<file path="config.mk">
export PLATFORM = sky130hd
export DESIGN_NAME = button_debounce_long_press_flat
export DESIGN_NICKNAME = d
export VERILOG_FILES = /design/src/rtl/bdlp_pkg.sv /design/src/rtl/bdlp_ifs.sv /design/src/rtl/bdlp_cfg.sv /design/src/rtl/bdlp_core.sv /design/src/rtl/button_debounce_long_press.sv /design/src/flat_wrapper.sv
export SDC_FILE = /design/constraint.sdc
export NUM_CORES = 1
export LEC_CHECK = 0
export BUFFER_PORTS_ARGS = -buffer_cell sky130_fd_sc_hd__buf_2
export CAP_MARGIN = 30
export CORE_UTILIZATION = 60
export DETAILED_ROUTE_END_ITERATION = 16
export PLACE_DENSITY = 0.78
export REMOVE_ABC_BUFFERS = 1
export SLEW_MARGIN = 20
export SYNTH_ARGS = -nofsm -noshare
export SYNTH_HDL_FRONTEND = slang
export SYNTH_SLANG_ARGS = --single-unit
</file>
<file path="constraint.sdc">
create_clock -name clock -period 5.9 [get_ports clock]
set_input_delay 0.59 -clock clock [delete_from_list [all_inputs] [get_ports clock]]
set_output_delay 0.59 -clock clock [all_outputs]
set_load 0.05 [all_outputs]
</file>
<file path="src/rtl/bdlp_pkg.sv">
// ----------------------------------------------------------------------------
// bdlp_pkg
// Shared types and constants for the button debouncer with long-press events.
// ----------------------------------------------------------------------------
package bdlp_pkg;

   // Debounce threshold, in ticks, for the 8-bit and 3-bit counters
   localparam logic [7:0] DEBOUNCE_TICKS   = 8'd5;
   localparam logic [2:0] DEBOUNCE_TICKS_3 = 3'd5;

   // CSR register indexes
   localparam int unsigned CSR_INDEX_W = 2;
   localparam int unsigned CSR_DATA_W  = 8;

   typedef enum logic [CSR_INDEX_W-1:0] {
      CSR_PRESSED_LEVEL  = 2'd0,
      CSR_RELEASE_ENABLE = 2'd1,
      CSR_LONG_PRESS     = 2'd2
   } csr_index_type;

   // Reported event codes
   typedef enum logic [1:0] {
      EVT_NONE     = 2'd0,
      EVT_PRESSED  = 2'd1,
      EVT_RELEASED = 2'd2,
      EVT_LONG     = 2'd3
   } event_code_type;

   // Internal debouncer outcome of one sample
   typedef enum logic [2:0] {
      SMP_NONE,
      SMP_EDGE,
      SMP_SETTLE_ON,
      SMP_SETTLE_OFF,
      SMP_LONG
   } sample_event_type;

   typedef struct packed {
      logic       pressed_level;
      logic       release_enable;
      logic [7:0] long_press_ticks;
   } cfg_type;

   typedef struct packed {
      event_code_type event_code;
      logic [7:0]     press_duration;
      logic           button_down;
   } result_type;

endpackage

</file>
<file path="src/rtl/bdlp_ifs.sv">
// ----------------------------------------------------------------------------
// bdlp_ifs
// Valid/ready channel interfaces for pin samples and debounce results.
// ----------------------------------------------------------------------------
interface bdlp_req_if;
   logic valid;
   logic ready;
   logic pin_level;

   modport source (output valid, output pin_level, input ready);
   modport sink   (input valid, input pin_level, output ready);
endinterface

interface bdlp_rsp_if;
   logic       valid;
   logic       ready;
   logic [1:0] event_code;
   logic [7:0] press_duration;
   logic       button_down;

   modport source (output valid, output event_code, output press_duration,
                   output button_down, input ready);
   modport sink   (input valid, input event_code, input press_duration,
                   input button_down, output ready);
endinterface

</file>
<file path="src/rtl/bdlp_cfg.sv">
// ----------------------------------------------------------------------------
// bdlp_cfg
// Configuration registers written through the CSR write port.
// ----------------------------------------------------------------------------
module bdlp_cfg (
   input  logic                                 clock,
   input  logic                                 reset,
   input  logic                                 csr_wr_en,
   input  logic [bdlp_pkg::CSR_INDEX_W-1:0]     csr_index,
   input  logic [bdlp_pkg::CSR_DATA_W-1:0]      csr_wdata,
   output bdlp_pkg::cfg_type                    cfg
);
   import bdlp_pkg::*;

   cfg_type cfg_ff;
   cfg_type cfg_in;

   always_comb begin
      cfg_in = cfg_ff;
      if (csr_wr_en) begin
         unique case (csr_index_type'(csr_index))
            CSR_PRESSED_LEVEL:  cfg_in.pressed_level    = csr_wdata[0];
            CSR_RELEASE_ENABLE: cfg_in.release_enable   = csr_wdata[0];
            CSR_LONG_PRESS:     cfg_in.long_press_ticks = csr_wdata;
            default:            cfg_in = cfg_ff;   // unmapped index
         endcase
      end
   end

   always_ff @(posedge clock) begin
      if (reset) begin
         cfg_ff.pressed_level    <= 1'b0;
         cfg_ff.release_enable   <= 1'b1;
         cfg_ff.long_press_ticks <= 8'd0;
      end else begin
         cfg_ff <= cfg_in;
      end
   end

   assign cfg = cfg_ff;

endmodule

</file>
<file path="src/rtl/bdlp_core.sv">
// ----------------------------------------------------------------------------
// bdlp_core
// Debounce and press state; one sample step per asserted step_en.
// ----------------------------------------------------------------------------
module bdlp_core (
   input  logic                 clock,
   input  logic                 reset,
   input  bdlp_pkg::cfg_type    cfg,
   input  logic                 step_en,
   input  logic                 pin_level,
   output bdlp_pkg::result_type result
);
   import bdlp_pkg::*;

   logic       down_ff,     down_in;
   logic       watch_ff,    watch_in;
   logic       settled_ff,  settled_in;
   logic       last_ff,     last_in;
   logic [7:0] active_ff,   active_in;
   logic [2:0] inactive_ff, inactive_in;
   logic [7:0] held_ff,     held_in;

   sample_event_type smp;
   logic [7:0]       active_inc;
   logic [2:0]       inactive_inc;

   assign active_inc   = active_ff + 8'd1;
   assign inactive_inc = inactive_ff + 3'd1;

   // Debouncer: edge detect, settle counting, long-press counting
   always_comb begin
      smp         = SMP_NONE;
      active_in   = active_ff;
      inactive_in = inactive_ff;
      settled_in  = settled_ff;
      if (settled_ff) begin
         if (pin_level == watch_ff && last_ff != watch_ff) begin
            smp         = SMP_EDGE;
            active_in   = 8'd0;
            inactive_in = 3'd0;
            settled_in  = 1'b0;
         end else if (pin_level != watch_ff && watch_ff != cfg.pressed_level) begin
            inactive_in = 3'd0;
            active_in   = active_inc;
            if (cfg.long_press_ticks != 8'd0 && active_inc >= cfg.long_press_ticks) begin
               active_in = 8'd0;
               smp       = SMP_LONG;
            end
         end
      end else if (pin_level == watch_ff) begin
         inactive_in = 3'd0;
         active_in   = active_inc;
         if (active_inc >= DEBOUNCE_TICKS) begin
            settled_in = 1'b1;
            smp        = SMP_SETTLE_ON;
         end
      end else begin
         active_in   = 8'd0;
         inactive_in = inactive_inc;
         if (inactive_inc >= DEBOUNCE_TICKS_3) begin
            settled_in = 1'b1;
            smp        = SMP_SETTLE_OFF;
         end
      end
      last_in = pin_level;
   end

   // Press state and event reporting
   always_comb begin
      down_in               = down_ff;
      watch_in              = watch_ff;
      held_in               = held_ff;
      result.event_code     = EVT_NONE;
      result.press_duration = 8'd0;
      if (!down_ff) begin
         if (smp == SMP_EDGE) begin
            result.event_code = EVT_PRESSED;
            held_in           = 8'd0;
            down_in           = 1'b1;
         end
      end else begin
         unique case (smp)
            SMP_NONE: held_in = held_ff + 8'd1;
            SMP_SETTLE_ON: watch_in = ~watch_ff;
            SMP_SETTLE_OFF: begin
               watch_in = cfg.pressed_level;
               down_in  = 1'b0;
            end
            SMP_EDGE: begin
               if (cfg.release_enable) begin
                  result.event_code     = EVT_RELEASED;
                  result.press_duration = held_ff;
               end
               watch_in = cfg.pressed_level;
               down_in  = 1'b0;
            end
            SMP_LONG: result.event_code = EVT_LONG;
            default: result.event_code = EVT_NONE;
         endcase
      end
      result.button_down = down_in;
   end

   // Reset values follow the reset value of pressed_level (low)
   always_ff @(posedge clock) begin
      if (reset) begin
         down_ff     <= 1'b0;
         watch_ff    <= 1'b0;
         settled_ff  <= 1'b1;
         last_ff     <= 1'b1;
         active_ff   <= 8'd0;
         inactive_ff <= 3'd0;
         held_ff     <= 8'd0;
      end else if (step_en) begin
         down_ff     <= down_in;
         watch_ff    <= watch_in;
         settled_ff  <= settled_in;
         last_ff     <= last_in;
         active_ff   <= active_in;
         inactive_ff <= inactive_in;
         held_ff     <= held_in;
      end
   end

   // While settling, both counters stay under the threshold
   a_settle_bound: assert property (@(posedge clock) disable iff (reset)
      !settled_ff |-> (active_ff < DEBOUNCE_TICKS && inactive_ff < DEBOUNCE_TICKS_3))
      else $error("settle counter passed threshold while unsettled");

   // A pressed event leaves the block in the down state
   a_press_down: assert property (@(posedge clock) disable iff (reset)
      (step_en && result.event_code == EVT_PRESSED) |=> down_ff)
      else $error("pressed event without entering down state");

   // Duration is only reported with a release
   a_dur_release: assert property (@(posedge clock) disable iff (reset)
      (step_en && result.press_duration != 8'd0) |-> result.event_code == EVT_RELEASED)
      else $error("press duration outside a release event");

   // Long press only while down and not leaving
   a_long_down: assert property (@(posedge clock) disable iff (reset)
      (step_en && result.event_code == EVT_LONG) |-> (down_ff && result.button_down))
      else $error("long press reported while released");

endmodule

</file>
<file path="src/rtl/button_debounce_long_press.sv">
// ----------------------------------------------------------------------------
// button_debounce_long_press
// Debouncer for a sampled button pin with press, release and long-press events.
// ----------------------------------------------------------------------------
// Usage:
//   req_bus carries one pin sample per request (pin_level); each request is
//   one debounce tick. rsp_bus returns exactly one response per request:
//   event_code (none / pressed / released / long press), press_duration
//   (held ticks, nonzero only on a release) and button_down.
//   csr_* writes pressed_level, release_enable and long_press_ticks; write
//   them only while no request is in flight.
// Timing:
//   A request is held in the input register; the state update and the
//   response register load at the edge where the response register is free,
//   which raises rsp valid. One request per cycle is sustained while rsp
//   ready stays high; the input register and the response register are the
//   two stages.
// Reset:
//   Synchronous, active high. Clears both stages, the CSRs to their defaults
//   and the debounce state to released/settled.
// Back-pressure:
//   A stalled rsp holds its data; the input register still takes one more
//   request, then req ready drops until the response is taken.
// ----------------------------------------------------------------------------
module button_debounce_long_press (
   input  logic                              clock,
   input  logic                              reset,
   input  logic                              csr_wr_en,
   input  logic [bdlp_pkg::CSR_INDEX_W-1:0]  csr_index,
   input  logic [bdlp_pkg::CSR_DATA_W-1:0]   csr_wdata,
   bdlp_req_if.sink                          req_bus,
   bdlp_rsp_if.source                        rsp_bus
);
   import bdlp_pkg::*;

   cfg_type    cfg;
   result_type step_result;

   // input stage
   logic s0_valid_ff, s0_valid_in;
   logic s0_level_ff;

   // response stage
   logic       rsp_valid_ff, rsp_valid_in;
   result_type rsp_data_ff;

   logic out_free;   // response register can load this cycle
   logic step_en;    // input stage advances into the response stage
   logic req_take;

   assign out_free = !rsp_valid_ff || rsp_bus.ready;
   assign step_en  = s0_valid_ff && out_free;
   assign req_bus.ready = !s0_valid_ff || out_free;
   assign req_take = req_bus.valid && req_bus.ready;

   assign s0_valid_in  = req_take ? 1'b1 : (step_en ? 1'b0 : s0_valid_ff);
   assign rsp_valid_in = step_en ? 1'b1 : (rsp_bus.ready ? 1'b0 : rsp_valid_ff);

   bdlp_cfg u_cfg (
      .clock     (clock),
      .reset     (reset),
      .csr_wr_en (csr_wr_en),
      .csr_index (csr_index),
      .csr_wdata (csr_wdata),
      .cfg       (cfg)
   );

   bdlp_core u_core (
      .clock     (clock),
      .reset     (reset),
      .cfg       (cfg),
      .step_en   (step_en),
      .pin_level (s0_level_ff),
      .result    (step_result)
   );

   always_ff @(posedge clock) begin
      if (reset) begin
         s0_valid_ff  <= 1'b0;
         rsp_valid_ff <= 1'b0;
      end else begin
         s0_valid_ff  <= s0_valid_in;
         rsp_valid_ff <= rsp_valid_in;
      end
   end

   // payload registers, no reset
   always_ff @(posedge clock) begin
      if (req_take) begin
         s0_level_ff <= req_bus.pin_level;
      end
      if (step_en) begin
         rsp_data_ff <= step_result;
      end
   end

   assign rsp_bus.valid          = rsp_valid_ff;
   assign rsp_bus.event_code     = rsp_data_ff.event_code;
   assign rsp_bus.press_duration = rsp_data_ff.press_duration;
   assign rsp_bus.button_down    = rsp_data_ff.button_down;

endmodule

</file>
<file path="src/flat_wrapper.sv">
// flat-port wrapper written by rule: the top's interface ports become plain ports
module button_debounce_long_press_flat import bdlp_pkg::*;
  (clock, reset, csr_wr_en, csr_index, csr_wdata, req_bus_valid, req_bus_pin_level, req_bus_ready, rsp_bus_valid, rsp_bus_event_code, rsp_bus_press_duration, rsp_bus_button_down, rsp_bus_ready);
  bdlp_req_if req_bus_i ();
  bdlp_rsp_if rsp_bus_i ();
  input  logic clock;
  input  logic reset;
  input  logic csr_wr_en;
  input  logic [bdlp_pkg::CSR_INDEX_W-1:0] csr_index;
  input  logic [bdlp_pkg::CSR_DATA_W-1:0] csr_wdata;
  input wire logic [$bits(req_bus_i.valid)-1:0] req_bus_valid;
  input wire logic [$bits(req_bus_i.pin_level)-1:0] req_bus_pin_level;
  output wire logic [$bits(req_bus_i.ready)-1:0] req_bus_ready;
  output wire logic [$bits(rsp_bus_i.valid)-1:0] rsp_bus_valid;
  output wire logic [$bits(rsp_bus_i.event_code)-1:0] rsp_bus_event_code;
  output wire logic [$bits(rsp_bus_i.press_duration)-1:0] rsp_bus_press_duration;
  output wire logic [$bits(rsp_bus_i.button_down)-1:0] rsp_bus_button_down;
  input wire logic [$bits(rsp_bus_i.ready)-1:0] rsp_bus_ready;
  assign req_bus_i.valid = req_bus_valid;
  assign req_bus_i.pin_level = req_bus_pin_level;
  assign req_bus_ready = req_bus_i.ready;
  assign rsp_bus_valid = rsp_bus_i.valid;
  assign rsp_bus_event_code = rsp_bus_i.event_code;
  assign rsp_bus_press_duration = rsp_bus_i.press_duration;
  assign rsp_bus_button_down = rsp_bus_i.button_down;
  assign rsp_bus_i.ready = rsp_bus_ready;
  button_debounce_long_press u_core (.clock(clock), .reset(reset), .csr_wr_en(csr_wr_en), .csr_index(csr_index), .csr_wdata(csr_wdata), .req_bus(req_bus_i), .rsp_bus(rsp_bus_i));
endmodule
</file>
==> impl_metrics.toml <==
[die]
rows = 23
die-area_um2 = 4730
io_pins = 29
die_h_um = 68.8
coreArea_um2 = 4140
start_util_pct = 64.6
dieWidth_um = 68.8

[clock_network]
cts_buffer_depth = 2
cts_setup_buffers = 0
cts_tree = "done"
cts_hold_buf = 0
clkSinkCount = 47
cts_resized = 0
clkTransAtPathRegs_ns = 0.08
numCtsBuffers = 5
h-tree-depth = 2
clk_latency_ns = 0.30
root_buffer = "clkbuf_8"

[logic_synthesis]
synth_top_cell_by_area = "dfxtp_1"
synth-seq-area-share_pct = 39.6
synth_cell_types = 56
synth_common_cells = "dfxtp_1, nand2_1, nor2_1, a21oi_1, inv_1"
synth.top_cell.area_share_pct = 26.2
synth_area_um2 = 2680
syn_avg_cell_area_um2 = 8.99
synth_cells = 298
synth_edf_count = 12
ys_ff_latch = 47
async_flop_share_pct = 0
ys.flop_type = "dfxtp_1"
ys_warn_count = 0
yosysMostFrequentCell = "dfxtp_1"
synthTopCellsByArea = "dfxtp_1, edfxtp_1, ha_1, mux2i_1, a21oi_1"

[finish]
drive_above_1_share_pct = 14.7
utilization_pct = 69.2
syn_to_final_growth_pct = 7.06
fillers = 338
multi_input_area_um2 = 1450
stdcell_area_um2 = 2870
nets = 348
diodes = 0
finalNonFillerCells = 370
seqCellArea_um2 = 1060

[timing]
finalCritPeriodShare_pct = 50.3
worstMarginPinSlew_ns = 0.603
slew_headroom_pct = 59.7
setup_tns_ns = 0
min_period_ns = 2.97
skew_ns = 0.00434
drv_slew = 0
fmax_mhz = 337
hold_viol_final = 0
setup_slack_ns = 2.93
setup_viol_count_final = 0
rsz0062_at_grt = "no"

[detailed_routing]
ant_nets = 0
routed_wl_um = 5160
drt_iter0_drc = 218
vias = 2193
wl_per_cell_um = 13.9
vias_per_cell = 5.93
drc = 0
dr.pass1.iters = 4

[pwr]
p_leak_uw = 0.00111
pwr_density_cell_nw_per_um2 = 213
peakVddDrop_mv = 0.137

[grt]
antenna_found_initial = 0
grt_first_pass_wirelength_um = 8670
grt_pass1_vias = 1925
grt_usage_pct = 25.0
grt_max_degree = 28
overflow = 0

[placement]
place_area_um2 = 2790
dp_cells = 362
io_buffers = 28
gp_congestion = 0.880
pre_cts_ws_ns = 2.97
place_hpwl_um = 3730

[critical_path]
r2r-start = "u_core.u_core.active_ff[0]$_SDFFE_PP0P_"
rr_endpoint = "u_core.u_core.held_ff[4]$_SDFFE_PP0P_"
cp-end-kind = "register"
r2r_slack_ns = 2.93
crit_arrival_ns = 3.20
worst-path-max-fanout = 13
cp-start-kind = "register"
worstPathRequired_ns = 6.14
reg2regPathDepth = 9
critPathKind = "register to register"

[hold_path]
min_from = "req_bus_pin_level"
hp-class = "primary input to register"
whs_path_depth = 1
worstHoldEndpoint = "u_core.s0_level_ff$_DFFE_PP_"

[run_status]
status = "finished clean"

[run]
maxCapViolCount = 0
-- cell families after synthesis --
kind of cell / share of synthesized area, %
simple gates: 23.4
compound gates: 15.8
flops: 39.6
buf+inv: 6.17
mux: 5.28
fa+ha+maj: 6.50
xor+xnor: 3.27
-- layout by cell type (no fill, tap or decap), drive strengths merged, types with 14 or more instances in the layout --
cell type  Yosys  routed
nand3         14      14
nand2         28      28
buf            7      29
dfxtp         35      35
o21ai         15      15
inv           17      17
nor2          25      25
a21oi         22      22
-- how the worst max path moves through the flow --
| stage | start | to | slack [ns] | cells past startpoint |
|---|---|---|---|---|
| floorplan | u_core.u_core.active_ff[0]$_SDFFE_PP0P_ | u_core.u_core.held_ff[7]$_SDFFE_PP0P_ | 3.21 | 9 |
| finish | u_core.u_core.active_ff[0]$_SDFFE_PP0P_ | u_core.u_core.held_ff[4]$_SDFFE_PP0P_ | 2.93 | 9 |
| global placement | u_core.u_core.active_ff[0]$_SDFFE_PP0P_ | u_core.u_core.held_ff[7]$_SDFFE_PP0P_ | 3.05 | 9 |
| CTS | u_core.u_core.active_ff[0]$_SDFFE_PP0P_ | u_core.u_core.held_ff[7]$_SDFFE_PP0P_ | 2.95 | 9 |
| global route | u_core.u_core.active_ff[0]$_SDFFE_PP0P_ | u_core.u_core.held_ff[7]$_SDFFE_PP0P_ | 2.75 | 10 |
| detailed placement | u_core.u_core.active_ff[0]$_SDFFE_PP0P_ | u_core.u_core.held_ff[7]$_SDFFE_PP0P_ | 2.97 | 9 |
-- metrics by stage --
step / total power [uW] / hold slack [ns]
CTS: 612 / 0.468
global placement: 431 / 0.453
floorplan: 409 / 0.438
finish: 612 / 0.466
detailed placement: 435 / 0.462
global route: 635 / 0.455
-- final cells by class --
cell class	count	share of cell area, %
well taps	50	2.18
inverters	17	2.23
clock buffers	6	2.53
repair buffers	29	5.15
clock inverters	2	0.262
flip-flops and latches	47	37.0
multi-input cells	219	50.6
-- report_power, final --
group | internal (uW) | total (uW) | switching (uW)
clock | 80.9 | 184 | 103
combinational | 24.3 | 80.3 | 55.9
sequential | 339 | 347 | 8.05
total | 444 | 612 | 167
-- metal layers --
metal | up-vias | share of wire, % | GRT usage (%)
li1 | 1108 | - | -
met4 | 0 | 1.1 | 7.40
met2 | 55 | 45 | 40.8
met3 | 6 | 4.3 | 5.92
met1 | 1024 | 49 | 32.7
met5 | - | 0 | 0
-- critical path: stages (launching register included) --
cell	delay, ns
dfxtp_1	0.45
inv_1	0.12
ha_1	0.20
nand2b_1	0.14
maj3_2	0.30
o21a_1	0.20
o41ai_4	0.62
nand2_4	0.18
or4_1	0.53
a21oi_1	0.16
-- sequential cells by signal (all words and copies together) (netlist names) --
name and flops:
u_core.u_core.active_ff 8, u_core.s0_level_ff 1, u_core.rsp_bus.event_code 2, u_core.rsp_bus.valid 1, u_core.s0_valid_ff 1, u_core.u_core.held_ff 8, u_core.rsp_bus.press_duration 8, u_core.u_core.down_ff 1
u_core.u_core.watch_ff 1, u_core.u_core.last_ff 1, u_core.rsp_bus.button_down 1, u_core.u_core.settled_ff 1, u_core.u_core.inactive_ff 3, u_core.u_cfg.cfg 10
(Power assumes the default switching activity.)
